**src/rtl/assert_macros.svh**
```systemverilog
// ---------------------------------------------------------------------------
// Assertion macros used by the page table walker
// Implication forms of a concurrent assertion with clock and reset.
// ---------------------------------------------------------------------------
`ifndef ASSERT_MACROS_SVH
`define ASSERT_MACROS_SVH

// Same-cycle implication, disabled while reset is asserted.
`define ASSERT_IMP(lbl, clk, rstn, ante, cons) \
  lbl: assert property (@(posedge clk) disable iff (!rstn) (ante) |-> (cons)) \
    else $error("assertion failed");

// Next-cycle implication, disabled while reset is asserted.
`define ASSERT_NXT(lbl, clk, rstn, ante, cons) \
  lbl: assert property (@(posedge clk) disable iff (!rstn) (ante) |=> (cons)) \
    else $error("assertion failed");

`endif

```
**src/rtl/ptw_pkg.sv**
```systemverilog
// ---------------------------------------------------------------------------
// Page table walker package
// Field widths, codes, entry bit positions and the shared request type.
// ---------------------------------------------------------------------------
package ptw_pkg;

  localparam int unsigned AddrW   = 57;
  localparam int unsigned EntryW  = 64;
  localparam int unsigned LevelW  = 3;
  localparam int unsigned IdxW    = 9;
  localparam int unsigned PageOffW = 12;

  localparam int unsigned PresentBit  = 0;
  localparam int unsigned DirtyBit    = 5;
  localparam int unsigned AccessedBit = 6;
  localparam int unsigned SizeBit     = 7;

  typedef logic [AddrW-1:0]  addr_t;
  typedef logic [LevelW-1:0] level_t;

  // input operation codes
  localparam logic OP_TRANSLATE = 1'b0;
  localparam logic OP_RESPONSE  = 1'b1;

  // result kinds
  localparam logic KIND_READ   = 1'b0;
  localparam logic KIND_FINISH = 1'b1;

  // status codes
  localparam logic [1:0] ST_OK          = 2'd0;
  localparam logic [1:0] ST_NOT_PRESENT = 2'd1;
  localparam logic [1:0] ST_PROTO_ERR   = 2'd2;

  // configuration register indexes
  localparam logic [1:0] REG_LEVELS    = 2'd0;
  localparam logic [1:0] REG_HUGE_1G   = 2'd1;
  localparam logic [1:0] REG_ROOT_BASE = 2'd2;

  localparam level_t LEVEL_MIN = 3'd4;
  localparam level_t LEVEL_MAX = 3'd5;
  localparam level_t LEVEL_ONE = 3'd1;

  // work the address unit does for one step
  typedef enum logic {
    MODE_ENTRY = 1'b0,
    MODE_LEAF  = 1'b1
  } unit_mode_e;

  typedef struct packed {
    unit_mode_e mode;
    level_t     level;
    addr_t      base;
    addr_t      va;
  } unit_req_t;

  // physical address mask: bits 12 .. 9*levels+11
  function automatic addr_t phys_mask(input level_t lvl);
    addr_t m;
    m = '0;
    for (int i = 0; i < AddrW; i++) begin
      if (i >= PageOffW && i < (9 * int'(lvl) + 12)) begin
        m[i] = 1'b1;
      end
    end
    return m;
  endfunction

endpackage

```
**src/rtl/ptw_addr_unit.sv**
```systemverilog
// ---------------------------------------------------------------------------
// Page table walker address unit
// Shared unit forming either an entry address or a leaf physical address.
// ---------------------------------------------------------------------------
module ptw_addr_unit (
  input  ptw_pkg::unit_req_t req_i,
  output ptw_pkg::addr_t     addr_o
);

  logic [ptw_pkg::IdxW-1:0] idx;
  logic [5:0]               shift;
  ptw_pkg::addr_t           off_mask;

  always_comb begin
    case (req_i.level)
      3'd1:    shift = 6'd12;
      3'd2:    shift = 6'd21;
      3'd3:    shift = 6'd30;
      3'd4:    shift = 6'd39;
      3'd5:    shift = 6'd48;
      default: shift = 6'd12;
    endcase
  end

  always_comb begin
    case (req_i.level)
      3'd1:    idx = req_i.va[20:12];
      3'd2:    idx = req_i.va[29:21];
      3'd3:    idx = req_i.va[38:30];
      3'd4:    idx = req_i.va[47:39];
      3'd5:    idx = req_i.va[56:48];
      default: idx = '0;
    endcase
  end

  always_comb begin
    for (int i = 0; i < ptw_pkg::AddrW; i++) begin
      off_mask[i] = (i < int'(shift));
    end
  end

  always_comb begin
    case (req_i.mode)
      ptw_pkg::MODE_ENTRY: addr_o = {req_i.base[ptw_pkg::AddrW-1:ptw_pkg::PageOffW], idx, 3'b000};
      ptw_pkg::MODE_LEAF:  addr_o = (req_i.base & ~off_mask) | (req_i.va & off_mask);
      default:             addr_o = '0;
    endcase
  end

endmodule

```
**src/rtl/page_table_walker.sv**
```systemverilog
// ---------------------------------------------------------------------------
// Page table walker
// Sequenced four- or five-level walk around a shared address unit.
// ---------------------------------------------------------------------------
// Usage:
//   Slave stream carries translate requests (tuser 0, virtual address in
//   tdata) and memory responses (tuser 1, 64-bit entry in tdata). Master
//   stream returns one result per input: tuser 0 is a read of the entry at
//   the given address, tuser 1 a finished walk with status, page size and
//   the dirty and accessed bits. The caller answers each read with one
//   response transaction carrying the entry.
//   Each transaction is captured at the accept edge, then steps through
//   the address unit, whose result is loaded into the output register. The
//   slave side is not ready during the unit step, so a new transaction is
//   accepted only once the last one has left it; the result shows on the
//   master side in the cycle after the unit step. The single address unit
//   and the sequencer allow one transaction in the unit step at a time.
//   If the receiver stalls, the result is held in the output register and
//   one more transaction may still be accepted; its unit step then waits
//   until the held result is taken.
//   Reset clears the walk (idle), the output register valid and loads the
//   register defaults: four levels, no 1GiB pages, root base zero.
//   Configuration writes go through their own channel, always ready.
// ---------------------------------------------------------------------------
`include "assert_macros.svh"

module page_table_walker (
  input  logic         clk_i,
  input  logic         rst_ni,
  // slave stream
  input  logic         s_axis_tvalid_i,
  output logic         s_axis_tready_o,
  input  logic [127:0] s_axis_tdata_i,   // virt_address[56:0], read_data[120:57], zero pad
  input  logic         s_axis_tuser_i,   // operation
  // master stream
  output logic         m_axis_tvalid_o,
  input  logic         m_axis_tready_i,
  output logic [63:0]  m_axis_tdata_o,   // address[56:0], status[58:57], page_size[60:59],
                                         // dirty[61], accessed[62], zero pad
  output logic         m_axis_tuser_o,   // kind
  // configuration write channel
  input  logic         cfg_valid_i,
  output logic         cfg_ready_o,
  input  logic [1:0]   cfg_index_i,
  input  logic [56:0]  cfg_data_i
);

  typedef enum logic {
    S_IDLE = 1'b0,
    S_CALC = 1'b1
  } state_e;

  // configuration
  ptw_pkg::level_t levels_q;
  logic            huge_1g_q;
  ptw_pkg::addr_t  root_base_q;

  // sequencer and walk state
  state_e          state_q;
  logic            walk_busy_q, walk_busy_d;
  ptw_pkg::level_t walk_level_q, walk_level_d;
  ptw_pkg::addr_t  held_va_q, held_va_d;

  // captured transaction
  logic                        in_op_q;
  ptw_pkg::addr_t              in_va_q;
  logic [ptw_pkg::EntryW-1:0]  in_data_q;

  // output register
  logic        m_valid_q;
  logic        m_kind_q, m_kind_d;
  logic [63:0] m_data_q, m_data_d;

  // shared unit
  ptw_pkg::unit_req_t unit_req;
  ptw_pkg::addr_t     unit_addr;

  ptw_pkg::level_t eff_levels;
  ptw_pkg::addr_t  ent_base;
  logic            present, is_leaf;
  ptw_pkg::level_t leaf_max;
  logic            out_free, s_accept, step_done;

  logic [1:0] st;
  logic [1:0] psize;
  logic       dirty, accessed;
  logic       use_unit;
  ptw_pkg::addr_t out_addr;

  assign s_axis_tready_o = (state_q == S_IDLE);
  assign s_accept        = s_axis_tvalid_i && s_axis_tready_o;
  assign out_free        = !m_valid_q || m_axis_tready_i;
  assign step_done       = (state_q == S_CALC) && out_free;
  assign cfg_ready_o     = 1'b1;

  assign m_axis_tvalid_o = m_valid_q;
  assign m_axis_tuser_o  = m_kind_q;
  assign m_axis_tdata_o  = m_data_q;

  // clamp the level count to four or five
  always_comb begin
    if (levels_q < ptw_pkg::LEVEL_MIN) begin
      eff_levels = ptw_pkg::LEVEL_MIN;
    end else if (levels_q > ptw_pkg::LEVEL_MAX) begin
      eff_levels = ptw_pkg::LEVEL_MAX;
    end else begin
      eff_levels = levels_q;
    end
  end

  assign ent_base = in_data_q[ptw_pkg::AddrW-1:0] & ptw_pkg::phys_mask(eff_levels);
  assign present  = in_data_q[ptw_pkg::PresentBit];
  assign leaf_max = huge_1g_q ? 3'd3 : 3'd2;
  assign is_leaf  = (walk_level_q == ptw_pkg::LEVEL_ONE) ||
                    ((walk_level_q <= leaf_max) && in_data_q[ptw_pkg::SizeBit]);

  // steer the shared unit and decide the walk step
  always_comb begin
    unit_req.mode  = ptw_pkg::MODE_ENTRY;
    unit_req.level = eff_levels;
    unit_req.base  = root_base_q;
    unit_req.va    = in_va_q;
    walk_busy_d    = walk_busy_q;
    walk_level_d   = walk_level_q;
    held_va_d      = held_va_q;
    m_kind_d       = ptw_pkg::KIND_FINISH;
    st             = ptw_pkg::ST_PROTO_ERR;
    psize          = 2'd0;
    dirty          = 1'b0;
    accessed       = 1'b0;
    use_unit       = 1'b0;
    if (in_op_q == ptw_pkg::OP_TRANSLATE) begin
      if (!walk_busy_q) begin
        // start a walk at the top table
        held_va_d    = in_va_q;
        walk_level_d = eff_levels;
        walk_busy_d  = 1'b1;
        m_kind_d     = ptw_pkg::KIND_READ;
        st           = ptw_pkg::ST_OK;
        use_unit     = 1'b1;
      end
    end else begin
      unit_req.va   = held_va_q;
      unit_req.base = ent_base;
      if (!walk_busy_q) begin
        walk_level_d = '0;
      end else if (!present) begin
        walk_busy_d  = 1'b0;
        walk_level_d = '0;
        st           = ptw_pkg::ST_NOT_PRESENT;
      end else if (is_leaf) begin
        unit_req.mode  = ptw_pkg::MODE_LEAF;
        unit_req.level = walk_level_q;
        walk_busy_d    = 1'b0;
        walk_level_d   = '0;
        st             = ptw_pkg::ST_OK;
        psize          = 2'(walk_level_q - ptw_pkg::LEVEL_ONE);
        dirty          = in_data_q[ptw_pkg::DirtyBit];
        accessed       = in_data_q[ptw_pkg::AccessedBit];
        use_unit       = 1'b1;
      end else begin
        // descend into the next table
        unit_req.level = walk_level_q - ptw_pkg::LEVEL_ONE;
        walk_level_d   = walk_level_q - ptw_pkg::LEVEL_ONE;
        m_kind_d       = ptw_pkg::KIND_READ;
        st             = ptw_pkg::ST_OK;
        use_unit       = 1'b1;
      end
    end
  end

  ptw_addr_unit u_addr (
    .req_i  (unit_req),
    .addr_o (unit_addr)
  );

  // drop the unit address on error and not-present results
  assign out_addr = use_unit ? unit_addr : '0;
  assign m_data_d = {1'b0, accessed, dirty, psize, st, out_addr};

  // sequencer, walk state and output register
  always_ff @(posedge clk_i or negedge rst_ni) begin
    if (!rst_ni) begin
      state_q      <= S_IDLE;
      walk_busy_q  <= 1'b0;
      walk_level_q <= '0;
      held_va_q    <= '0;
      m_valid_q    <= 1'b0;
    end else begin
      case (state_q)
        S_IDLE: begin
          if (s_accept) begin
            state_q <= S_CALC;
          end
        end
        S_CALC: begin
          if (step_done) begin
            state_q <= S_IDLE;
          end
        end
        default: state_q <= S_IDLE;
      endcase
      if (step_done) begin
        walk_busy_q  <= walk_busy_d;
        walk_level_q <= walk_level_d;
        held_va_q    <= held_va_d;
        m_valid_q    <= 1'b1;
      end else if (m_axis_tready_i) begin
        m_valid_q    <= 1'b0;
      end
    end
  end

  // payload: captured transaction and result data
  always_ff @(posedge clk_i) begin
    if (s_accept) begin
      in_op_q   <= s_axis_tuser_i;
      in_va_q   <= s_axis_tdata_i[56:0];
      in_data_q <= s_axis_tdata_i[120:57];
    end
    if (step_done) begin
      m_kind_q <= m_kind_d;
      m_data_q <= m_data_d;
    end
  end

  // configuration registers
  always_ff @(posedge clk_i or negedge rst_ni) begin
    if (!rst_ni) begin
      levels_q    <= ptw_pkg::LEVEL_MIN;
      huge_1g_q   <= 1'b0;
      root_base_q <= '0;
    end else if (cfg_valid_i && cfg_ready_o) begin
      case (cfg_index_i)
        ptw_pkg::REG_LEVELS:    levels_q    <= cfg_data_i[2:0];
        ptw_pkg::REG_HUGE_1G:   huge_1g_q   <= cfg_data_i[0];
        ptw_pkg::REG_ROOT_BASE: root_base_q <= cfg_data_i;
        default: ;
      endcase
    end
  end

  // a live walk always sits on a real level
  `ASSERT_IMP(a_level_range, clk_i, rst_ni, walk_busy_q,
              walk_level_q >= ptw_pkg::LEVEL_ONE && walk_level_q <= ptw_pkg::LEVEL_MAX)
  // an accepted transaction always moves into the unit step
  `ASSERT_NXT(a_accept_calc, clk_i, rst_ni, s_accept, state_q == S_CALC)
  // a finished walk leaves the walker idle
  `ASSERT_NXT(a_finish_idle, clk_i, rst_ni,
              step_done && in_op_q == ptw_pkg::OP_RESPONSE,
              !walk_busy_q || m_kind_q == ptw_pkg::KIND_READ)
  // a read request always carries an ok status
  `ASSERT_IMP(a_read_ok, clk_i, rst_ni,
              m_valid_q && m_kind_q == ptw_pkg::KIND_READ, m_data_q[58:57] == ptw_pkg::ST_OK)

endmodule
```
**config.mk**
```make
export PLATFORM = sky130hd
export DESIGN_NAME = page_table_walker
export DESIGN_NICKNAME = d
export VERILOG_FILES = /design/src/rtl/ptw_pkg.sv /design/src/rtl/ptw_addr_unit.sv /design/src/rtl/page_table_walker.sv
export VERILOG_INCLUDE_DIRS = /design/src /design/src/rtl
export SDC_FILE = /design/constraint.sdc
export NUM_CORES = 1
export LEC_CHECK = 0
export BUFFER_PORTS_ARGS = -buffer_cell sky130_fd_sc_hd__buf_2
export CELL_PAD_IN_SITES_DETAIL_PLACEMENT = 1
export CELL_PAD_IN_SITES_GLOBAL_PLACEMENT = 2
export CORE_ASPECT_RATIO = 0.7
export CORE_MARGIN = 2
export CORE_UTILIZATION = 37
export DETAILED_ROUTE_END_ITERATION = 7
export PLACE_DENSITY_LB_ADDON = 0.1
export SYNTH_ARGS = -nofsm -noshare
export SYNTH_HDL_FRONTEND = slang
export SYNTH_SLANG_ARGS = --single-unit
```
**constraint.sdc**
```tcl
create_clock -name clk_i -period 6.8 [get_ports clk_i]
set_clock_uncertainty 0.1 [all_clocks]
set_input_delay 0.68 -clock clk_i [delete_from_list [all_inputs] [get_ports clk_i]]
set_output_delay 0.68 -clock clk_i [all_outputs]
set_load 0.02 [all_outputs]
```
==> results.py, run 1 <==
metrics = {
    "floorplanning": {
        "die_w_um": 217,
        "start_util_pct": 37.6,
        "rows": 54,
        "ios": 261,
        "dieArea_um2": 33200,
        "core-area_um2": 31200,
        "die_y_um": 153,
    },
    "layout": {
        "layout_common_cells": "buf_2, edfxtp_1, mux2_2, dfrtp_1, nor2_1",
        "postLayoutCellArea_um2": 14400,
        "layout_commonest_cell": "buf_2",
        "area_growth_pct": 22.6,
        "fin_nets": 1237,
        "regArea_um2": 7940,
        "multiInputGateArea_um2": 3580,
        "nFillCells": 3273,
        "drive_above_1_share_pct": 40.2,
    },
    "sta": {
        "setup_violations": 0,
        "slew_viol_final": 0,
        "post-route-period-util_pct": 64.7,
        "fin_crit_ns": 4.40,
        "rsz0062_at_grt": "no",
        "worst_pin_slew_ns": 1.24,
        "fin_setup_tns_ns": 0,
        "max-slew-margin-rel_pct": 17.0,
        "timing.fmax_ghz": 0.227,
        "final-hold-violation-count": 0,
    },
    "synthesis": {
        "yosys_warnings": 0,
        "synth_area_um2": 11700,
        "yosys_most_used_dff": "edfxtp_1",
        "ys_types": 58,
        "syn_area_per_cell_um2": 14.8,
        "postSynthCellCount": 793,
        "ys_seq_area_share_pct": 67.7,
        "synth_seq_cells": 283,
        "synth-edff-count": 171,
        "synthArstFlopShare_pct": 39.6,
    },
    "worst_setup_path": {
        "critPathMaxFanout": 9,
        "timing.rr.start": "walk_level_q[0]",
        "path_class": "flop to flop",
        "critPathArrivalTime_ns": 4.74,
        "cp-start-kind": "flop",
        "cp_cell_sequence": "inv_1 -> ha_1 -> nor4b_1 -> nor3_1 -> clkinv_1 -> ha_1 -> nand4b_1 -> a21boi_1 -> nor3_1 -> a221oi_1 -> a21oi_1",
        "ff2ff_path_depth": 11,
        "timing.rr.end": "m_axis_tdata_o[9]",
        "cp_slowest_cell": "nor3_1",
        "cp_slowest_stage_delay_ns": 1.02,
        "required_ns": 7.14,
        "worst_setup_path_end_kind": "flop",
        "r2r_slack_ns": 2.40,
    },
    "clocking": {
        "cts_setup_buffers": 0,
        "ctsHoldBuffers": 1,
        "cts_root_buf": "clkbuf_16",
        "cts_tree": "done",
        "cts_max_level": 1,
        "numCtsBuffers": 31,
        "cts.sink_count": 283,
        "clock_latency_ns": 0.58,
        "cts_resized": 0,
        "clk_path_buf_depth": 3,
        "path_clk_slew_ns": 0.07,
    },
    "routing": {
        "route.detailed.drc": 0,
        "via_count": 7504,
        "dr.pass1.iters": 4,
        "drt_iter0_markers": 419,
        "viasPerCell": 5.08,
        "antenna_left": 0,
        "post_drt_wl_per_cell_um": 22.0,
        "wl_um": 32500,
    },
    "worst_hold_path": {
        "hold_class": "input port to flop",
        "whs_endpoint": "in_data_q[22]",
        "min_from": "s_axis_tdata_i[79]",
        "whs_path_depth": 1,
    },
    "power": {
        "p_int_uw": 3720,
        "power_frac_seq_pct": 45.2,
        "switching_share_pct": 30.1,
        "power_frac_clock_pct": 32.3,
        "vdd_drop_max_v": 0.000170,
        "net-switching-power_uw": 1600,
        "p_leak_uw": 0.00585,
        "comb_power_share_pct": 22.5,
        "cellPowerDensity_nw_per_um2": 370,
    },
    "grt": {
        "grt_first_pass_wirelength_um": 49500,
        "grt_most_used_layer": "met2",
        "grt_overflow": 0,
        "grt_max_degree": 72,
        "use_met1_pct": 29.8,
        "use_met2_pct": 29.9,
        "grtUsageTotal_pct": 19.8,
        "gr-usage-met3_pct": 4.02,
        "antenna_found_initial": 4,
        "first_global_vias": 7914,
    },
    "run_status": {
        "status": "finished, final reports clean",
    },
    "flow_run": {
        "drv_cap": 0,
    },
    "place": {
        "gp_congestion": 0.777,
        "dp_hpwl_um": 22200,
        "dpl_cell_area_um2": 13300,
        "port_buffers": 227,
    },
}
## critical path: cells and delay by family, from the launching register on
family,cells,cell delay (ns)
buffers and inverters,2,0.31
AO/OA/AOI/OAI,3,0.83
flip-flops,1,0.40
adder cells (fa/ha/maj),2,0.61
AND/OR/NAND/NOR,4,2.00
## state kept, by name, summed over array words and instances (netlist names)
signal	count
levels_q	3
walk_level_q	3
m_axis_tdata_o	63
held_va_q	57
m_axis_tuser_o	1
m_axis_tvalid_o	1
root_base_q	45
huge_1g_q	1
walk_busy_q	1
in_op_q	1
in_data_q	49
state_q	1
in_va_q	57
## power groups by stage
stage / Clock [uW] / Combinational [uW] / Sequential, uW
6_report: 1720 / 1200 / 2410
2_1_floorplan: 0 / 743 / 2460
3_3_place_gp: 0 / 1180 / 2430
4_1_cts: 1770 / 1200 / 2410
3_5_place_dp: 0 / 1200 / 2440
5_1_grt: 1840 / 1320 / 2460
## cells in the mapped netlist, drive strengths merged, types with 3 or more instances
cell type | count | area, um2
mux4 | 3 | 67.6
o21a | 3 | 22.5
o211ai | 3 | 22.5
mux2i | 26 | 260
buf | 21 | 118
and2 | 6 | 37.5
o21ai | 21 | 105
nand2b | 6 | 37.5
a31oi | 7 | 50.1
ha | 14 | 175
dfrtp | 111 | 2780
mux2 | 117 | 1320
a22oi | 19 | 143
a21oi | 33 | 165
a211oi | 32 | 240
nand2 | 42 | 158
nor3 | 5 | 30.0
inv | 15 | 56.3
nor3b | 3 | 22.5
nor2b | 7 | 43.8
nand3 | 12 | 60.1
clkbuf | 21 | 78.8
a221oi | 7 | 61.3
a32oi | 5 | 43.8
o2111ai | 3 | 26.3
edfxtp | 171 | 5130
nor2 | 46 | 180
and3 | 4 | 26.3
## metrics by stage
stage	hold slack [ns]	util (%)	instances	worst slack [ns]	total power (uW)
finish	0.163	46.1	1477	2.40	5320
global route	0.134	46.1	1475	2.10	5610
CTS	0.130	46.1	1475	2.42	5390
detailed placement	0.369	42.7	1416	2.43	3640
global placement	0.363	42.7	1416	2.56	3610
floorplan	0.284	-	800	0.759	3200
## per-layer routing
| layer | wire length (um) | vias up |
|---|---|---|
| li1 | - | 3475 |
| met1 | 16000 | 3827 |
| met2 | 14300 | 156 |
| met3 | 1670 | 40 |
| met4 | 507 | 6 |
| met5 | 34 | - |
## cell families (layout without fill, tap and decap cells)
group,count (synthesis),count (layout),synth area share (%)
XOR/XNOR,1,1,0.0747
adder cells (fa/ha/maj),14,14,1.49
multiplexers,146,146,14.0
AO/OA/AOI/OAI,149,149,8.78
AND/OR/NAND/NOR,140,140,5.71
flip-flops,283,283,67.7
other,2,11,0.0640
buffers and inverters,58,313,2.19
## worst max-delay path by stage
stage / to / startpoint / slack, ns / depth (start not counted)
after global routing: m_axis_tdata_o[9] / walk_level_q[0] / 2.10 / 11
after floorplan: in_data_q[0] / s_axis_tvalid_i / 0.76 / 1
after detailed placement: m_axis_tdata_o[9] / walk_level_q[0] / 2.43 / 11
after global placement: m_axis_tdata_o[9] / walk_level_q[0] / 2.56 / 11
after CTS: m_axis_tdata_o[9] / walk_level_q[0] / 2.42 / 11
final: m_axis_tdata_o[9] / walk_level_q[0] / 2.40 / 11
## cell type report
| type | instances | area share [%] |
|---|---|---|
| Timing Repair Buffer | 239 | 8.58 |
| Sequential cell | 283 | 55.2 |
| Antenna cell | 2 | 0.0348 |
| Clock inverter | 16 | 1.20 |
| Tap cell | 420 | 3.65 |
| Multi-Input combinational cell | 459 | 24.9 |
| Inverter | 16 | 0.426 |
| Clock buffer | 42 | 6.03 |
Power figures use the tool's default switching activity.
==> run 2, diff against run 1 <==
==> constraint.sdc (replaced) <==
create_clock -name clk_i -period 4.5 [get_ports clk_i]
set_clock_uncertainty 0.1 [all_clocks]
set_input_delay 0.45 -clock clk_i [delete_from_list [all_inputs] [get_ports clk_i]]
set_output_delay 0.45 -clock clk_i [all_outputs]
set_load 0.02 [all_outputs]
==> run 2 against run 1 <==
  * Combinational power increased by 58%
  * Register-to-register slack got worse by 1.7 ns
  * Setup slack got worse by 1.7 ns
  * Cell count increased by 7.8%
  * Sequential share of layout area decreased by 3.8 points
  * Fmax increased by 17%
  * Critical path type unchanged
  * Critical endpoint is now m_axis_tdata_o[4]
==> results.py, run 2 (synthesis gave the netlist of run 1 again) <==
metrics = {
    "layout": {
        "layout_common_cells": "buf_2, edfxtp_1, mux2_2, dlygate4sd3_1, dfrtp_1",
        "regArea_um2": 7940,
        "multiInputGateArea_um2": 3580,
        "fin_cells": 1592,
        "drive_above_1_share_pct": 36.4,
        "layout_commonest_cell": "buf_2",
        "postLayoutCellArea_um2": 15400,
        "area_growth_pct": 31.6,
        "largest_reg_flops": 63,
        "fin_nets": 1352,
        "nFillCells": 3182,
    },
    "worst_setup_path": {
        "path_class": "flop to flop",
        "required_ns": 4.69,
        "crit_buf_inv": 3,
        "cp_slowest_stage_delay_ns": 0.57,
        "critPathTopFamily": "compound AO/OA/AOI/OAI gates",
        "cp-start-kind": "flop",
        "critPathMaxFanout": 10,
        "cp_cell_sequence": "inv_1 -> ha_1 -> nor4b_1 -> nor3_1 -> clkinv_1 -> ha_1 -> nand4b_1 -> a21boi_1 -> buf_4 -> a211oi_1 -> a221oi_1 -> a31oi_1",
        "worst_setup_path_end_kind": "flop",
        "critPathArrivalTime_ns": 3.96,
        "cpMostUsedCell": "ha_1",
        "cp_slowest_cell": "a221oi_1",
    },
    "sta": {
        "fin_crit_ns": 3.77,
        "slew_viol_final": 0,
        "max-slew-margin-rel_pct": 32.7,
        "timing.fmax_ghz": 0.265,
        "rsz0062_at_grt": "no",
        "post-route-period-util_pct": 83.7,
        "setup_violations": 0,
        "final-hold-violation-count": 0,
        "fin_setup_tns_ns": 0,
        "worst_pin_slew_ns": 1.00,
    },
    "power": {
        "cellPowerDensity_nw_per_um2": 510,
        "p_int_uw": 5480,
        "vdd_drop_max_v": 0.000282,
        "p_leak_uw": 0.00628,
        "comb_power_share_pct": 24.1,
        "power_frac_clock_pct": 29.5,
        "net-switching-power_uw": 2400,
        "switching_share_pct": 30.4,
        "power_frac_seq_pct": 46.4,
    },
    "routing": {
        "drt_iter0_markers": 473,
        "dr.pass1.iters": 5,
        "route.detailed.drc": 0,
        "antenna_left": 0,
        "viasPerCell": 4.97,
        "wl_um": 33600,
        "via_count": 7905,
        "post_drt_wl_per_cell_um": 21.1,
    },
    "floorplanning": {
        "die_y_um": 153,
        "dieArea_um2": 33200,
        "die_w_um": 217,
        "ios": 261,
        "start_util_pct": 37.6,
        "core-area_um2": 31200,
        "rows": 54,
    },
    "grt": {
        "grtUsageTotal_pct": 20.6,
        "antenna_found_initial": 4,
        "use_met1_pct": 29.7,
        "use_met2_pct": 32.0,
        "grt_most_used_layer": "met2",
        "grt_first_pass_wirelength_um": 51500,
        "grt_overflow": 0,
        "gr-usage-met3_pct": 4.58,
        "grt_max_degree": 113,
        "first_global_vias": 8473,
    },
    "clocking": {
        "cts_tree": "done",
        "cts_resized": 0,
        "cts.sink_count": 283,
        "path_clk_slew_ns": 0.07,
        "cts_setup_buffers": 0,
        "clk_path_buf_depth": 3,
        "clock_latency_ns": 0.56,
        "numCtsBuffers": 29,
        "cts_root_buf": "clkbuf_16",
        "cts_max_level": 1,
    },
    "place": {
        "dp.cells": 1420,
        "port_buffers": 227,
        "dpl_cell_area_um2": 13400,
        "dp_hpwl_um": 22100,
        "gp_congestion": 0.786,
    },
    "run_status": {
        "status": "finished, final reports clean",
    },
    "flow_run": {
        "drv_cap": 0,
    },
    "worst_hold_path": {
        "hold_class": "input port to flop",
    },
}
run 2: metrics by stage:
step	utilization, %	hold slack (ns)	worst slack [ns]	total power [uW]
2_1_floorplan	-	0.0544	0.707	4830
3_3_place_gp	42.9	0.362	0.835	5470
3_5_place_dp	42.9	0.367	0.710	5520
4_1_cts	49.4	0.000294	0.706	7940
5_1_grt	49.5	0.0000888	0.231	8300
6_report	49.5	0.0226	0.733	7870
run 2: final timing paths:
check / cells after the start / slack [ns] / to / startpoint
worst max-delay path: 12 / 0.73 / m_axis_tdata_o[4] / walk_level_q[0]
worst min-delay path: 2 / 0.02 / root_base_q[45] / cfg_data_i[45]
worst max register to register: 12 / 0.73 / m_axis_tdata_o[4] / walk_level_q[0]
worst min register to register: 1 / 0.38 / held_va_q[7] / in_va_q[7]
max in group asynchronous: 3 / 3.30 / root_base_q[51] / rst_ni
min in group asynchronous: 3 / 0.41 / held_va_q[7] / rst_ni
run 2: per-layer routing:
metal,part of all wire (%),vias to the layer above
met5,0.039,-
met4,1.7,2
met3,5.5,41
met2,45,191
met1,48,3977
li1,-,3694
run 2: final cells by class:
type,count,area share [%]
repair buffers,356,15.7
inverters,16,0.397
flip-flops and latches,283,51.4
clock buffers,41,5.44
diodes,4,0.0648
well taps,420,3.40
clock inverters,13,0.454
multi-input cells,459,23.2
run 2: power by group through the flow:
stage               Sequential [uW]  Combinational [uW]  Clock [uW]
floorplan                      3710                1120           0
global route                   3720                2090        2490
CTS                            3650                1900        2390
detailed placement             3700                1820           0
global placement               3690                1780           0
finish                         3650                1900        2320
run 2: what timing repair did:
action,in CTS,in global routing
hold endpoints to repair,224,0
endpoints found under the setup margin,0,0
hold buffers,114,0
==> run 3, diff against run 2 <==
--- a/config.mk
+++ b/config.mk
@@ -11,7 +11,7 @@
 export CELL_PAD_IN_SITES_GLOBAL_PLACEMENT = 2
 export CORE_ASPECT_RATIO = 0.7
 export CORE_MARGIN = 2
-export CORE_UTILIZATION = 37
+export CORE_UTILIZATION = 34
 export DETAILED_ROUTE_END_ITERATION = 7
 export PLACE_DENSITY_LB_ADDON = 0.1
 export SYNTH_ARGS = -nofsm -noshare
==> constraint.sdc (replaced) <==
create_clock -name clk_i -period 3.2 [get_ports clk_i]
set_clock_uncertainty 0.1 [all_clocks]
set_input_delay 0.32 -clock clk_i [delete_from_list [all_inputs] [get_ports clk_i]]
set_output_delay 0.32 -clock clk_i [all_outputs]
set_load 0.02 [all_outputs]
==> run 3 against run 2 <==
  * Count of clock-buffer cells in the layout grew 2
  * First-iteration DRC count grew 9.5%
  * Global-route usage grew 0.11 points
  * Final area grew 5.8%
  * Non-clock buffer count grew 80
  * Core utilization shrank 1.0 points
  * Highest routed layer is now met4
  * Clock power grew 50%
  * Worst hold slack gained 0.080 ns
  * Via count grew 5.6%
==> results.py, run 3 (synthesis gave the netlist of run 1 again) <==
metrics = {
    "sta": {
        "fin_setup_tns_ns": 0,
        "post-route-period-util_pct": 96.4,
        "max-slew-margin-rel_pct": 33.5,
        "fin_hold_ws_ns": 0.103,
        "fin_crit_ns": 3.08,
        "timing.fmax_ghz": 0.324,
        "final-hold-violation-count": 0,
        "setup_violations": 0,
        "worst_pin_slew_ns": 0.998,
        "slew_viol_final": 0,
    },
    "power": {
        "net-switching-power_uw": 3550,
        "power_frac_clock_pct": 29.7,
        "comb_power_share_pct": 26.4,
        "cellPowerDensity_nw_per_um2": 717,
        "p_int_uw": 8160,
        "p_leak_uw": 0.00670,
        "vdd_drop_max_v": 0.000342,
        "switching_share_pct": 30.3,
        "power_frac_seq_pct": 43.9,
    },
    "grt": {
        "grt_max_degree": 109,
        "first_global_vias": 8942,
        "antenna_found_initial": 3,
        "grt_overflow": 0,
        "grtUsageTotal_pct": 20.7,
        "grt_first_pass_wirelength_um": 56100,
    },
    "worst_setup_path": {
        "cp-start-kind": "flop",
        "cp_cell_sequence": "buf_4 -> ha_1 -> nor4b_2 -> nor3_2 -> inv_2 -> ha_1 -> nand4b_1 -> a21boi_4 -> buf_4 -> a211oi_1 -> a221oi_1 -> buf_4 -> a31oi_1",
        "critPathMaxFanout": 8,
        "path_class": "flop to flop",
        "cpMostUsedCell": "buf_4",
        "critPathArrivalTime_ns": 3.29,
        "required_ns": 3.41,
        "cp_slowest_stage_delay_ns": 0.39,
        "worst_setup_path_end_kind": "flop",
        "cp_slowest_cell": "dfrtp_1",
        "r2r_slack_ns": 0.12,
    },
    "run_status": {
        "status": "finished, final reports clean",
    },
    "layout": {
        "largest_reg_flops": 63,
        "drive_above_1_share_pct": 37.3,
        "layout_commonest_cell": "buf_2",
        "fin_nets": 1432,
        "area_growth_pct": 39.3,
        "layout_common_cells": "buf_2, edfxtp_1, dlygate4sd3_1, mux2_2, dfrtp_1",
    },
    "place": {
        "gp_congestion": 0.812,
        "dp_hpwl_um": 24800,
        "port_buffers": 227,
    },
    "clocking": {
        "cts_tree": "done",
        "numCtsBuffers": 29,
        "cts_max_level": 1,
        "path_clk_slew_ns": 0.07,
        "clk_path_buf_depth": 3,
        "clock_latency_ns": 0.56,
        "cts_root_buf": "clkbuf_16",
        "cts.sink_count": 283,
    },
    "worst_hold_path": {
        "hold_class": "input port to flop",
    },
    "routing": {
        "wl_um": 36900,
        "antenna_left": 0,
        "dr.pass1.iters": 5,
        "post_drt_wl_per_cell_um": 21.5,
        "viasPerCell": 4.87,
        "route.detailed.drc": 0,
        "via_count": 8345,
        "drt_iter0_markers": 518,
    },
    "floorplanning": {
        "start_util_pct": 34.8,
        "ios": 261,
        "die_w_um": 226,
        "die_y_um": 159,
        "rows": 56,
        "core-area_um2": 33700,
        "dieArea_um2": 36000,
    },
    "flow_run": {
        "drv_cap": 0,
    },
}
run 3: changes by cell type in the layout (fill, tap and decap cells not counted), moves of 3 or more:
cell / previous run / this run
clkbuf_8: 7 / 4
clkbuf_1: 5 / 8
buf_4: 14 / 47
dlygate4sd3_1: 114 / 157
clkinv_2: 8 / 5
buf_12: 2 / 6
run 3: area by class of cell:
cell class                      instances  area, um2
Antenna cell                            2       5.00
Clock buffer                           43        861
Clock inverter                         10        101
Fill cell                            3441      17400
Inverter                               16       61.3
Multi-Input combinational cell        459       3610
Sequential cell                       283       7940
Tap cell                              464        581
Timing Repair Buffer                  436       3180
run 3: metal layers:
| layer | wire length (um) | track usage [%] |
|---|---|---|
| met5 | 0 | 0 |
| met4 | 734 | 4.61 |
| met3 | 1560 | 3.27 |
| met2 | 16300 | 31.2 |
| met1 | 18300 | 31.3 |
run 3: worst paths after layout:
path	start	to	cells past startpoint
worst max-delay path	walk_level_q[0]	m_axis_tdata_o[11]	13
worst min-delay path	cfg_index_i[0]	levels_q[0]	3
worst max register to register	walk_level_q[0]	m_axis_tdata_o[11]	13
worst min register to register	in_va_q[9]	held_va_q[9]	1
max in group asynchronous	rst_ni	root_base_q[20]	3
min in group asynchronous	rst_ni	held_va_q[34]	2
run 3: worst max-delay path, delay by kind of cell, from the launching register on:
| kind | cells | cell delay, ns |
|---|---|---|
| compound gates | 4 | 0.78 |
| flops | 1 | 0.39 |
| simple gates | 3 | 0.58 |
| buf+inv | 4 | 0.60 |
| fa+ha+maj | 2 | 0.38 |
run 3: stage by stage:
| stage | instance area [um2] | power, uW | cells | setup WS (ns) | util (%) |
|---|---|---|---|---|---|
| 6_report | 16300 | 11700 | 1713 | 0.116 | 48.5 |
| 5_1_grt | 16300 | 12300 | 1713 | -0.0240 | 48.5 |
| 4_1_cts | 16300 | 11800 | 1709 | 0.0129 | 48.3 |
| 3_5_place_dp | 13700 | 8040 | 1496 | -0.608 | 40.7 |
| 3_3_place_gp | 13700 | 7980 | 1496 | -0.448 | 40.7 |
| 2_1_floorplan | 11800 | 6790 | 800 | 0.0407 | - |
run 3: power groups by stage:
stage | Combinational, uW | Clock, uW | Sequential, uW
4_1_cts | 3040 | 3570 | 5140
3_5_place_dp | 2830 | 0 | 5210
5_1_grt | 3360 | 3730 | 5240
3_3_place_gp | 2780 | 0 | 5190
6_report | 3090 | 3480 | 5150
2_1_floorplan | 1580 | 0 | 5210
run 3: timing repair:
action                                  4_1_cts  5_1_grt
endpoints found under the hold margin       207        0
buffers inserted                              3        2
gates cloned                                  0        0
gates resized for setup                       2        5
pin swaps                                     2        1
hold buffers                                157        0
endpoints found under the setup margin       18       17
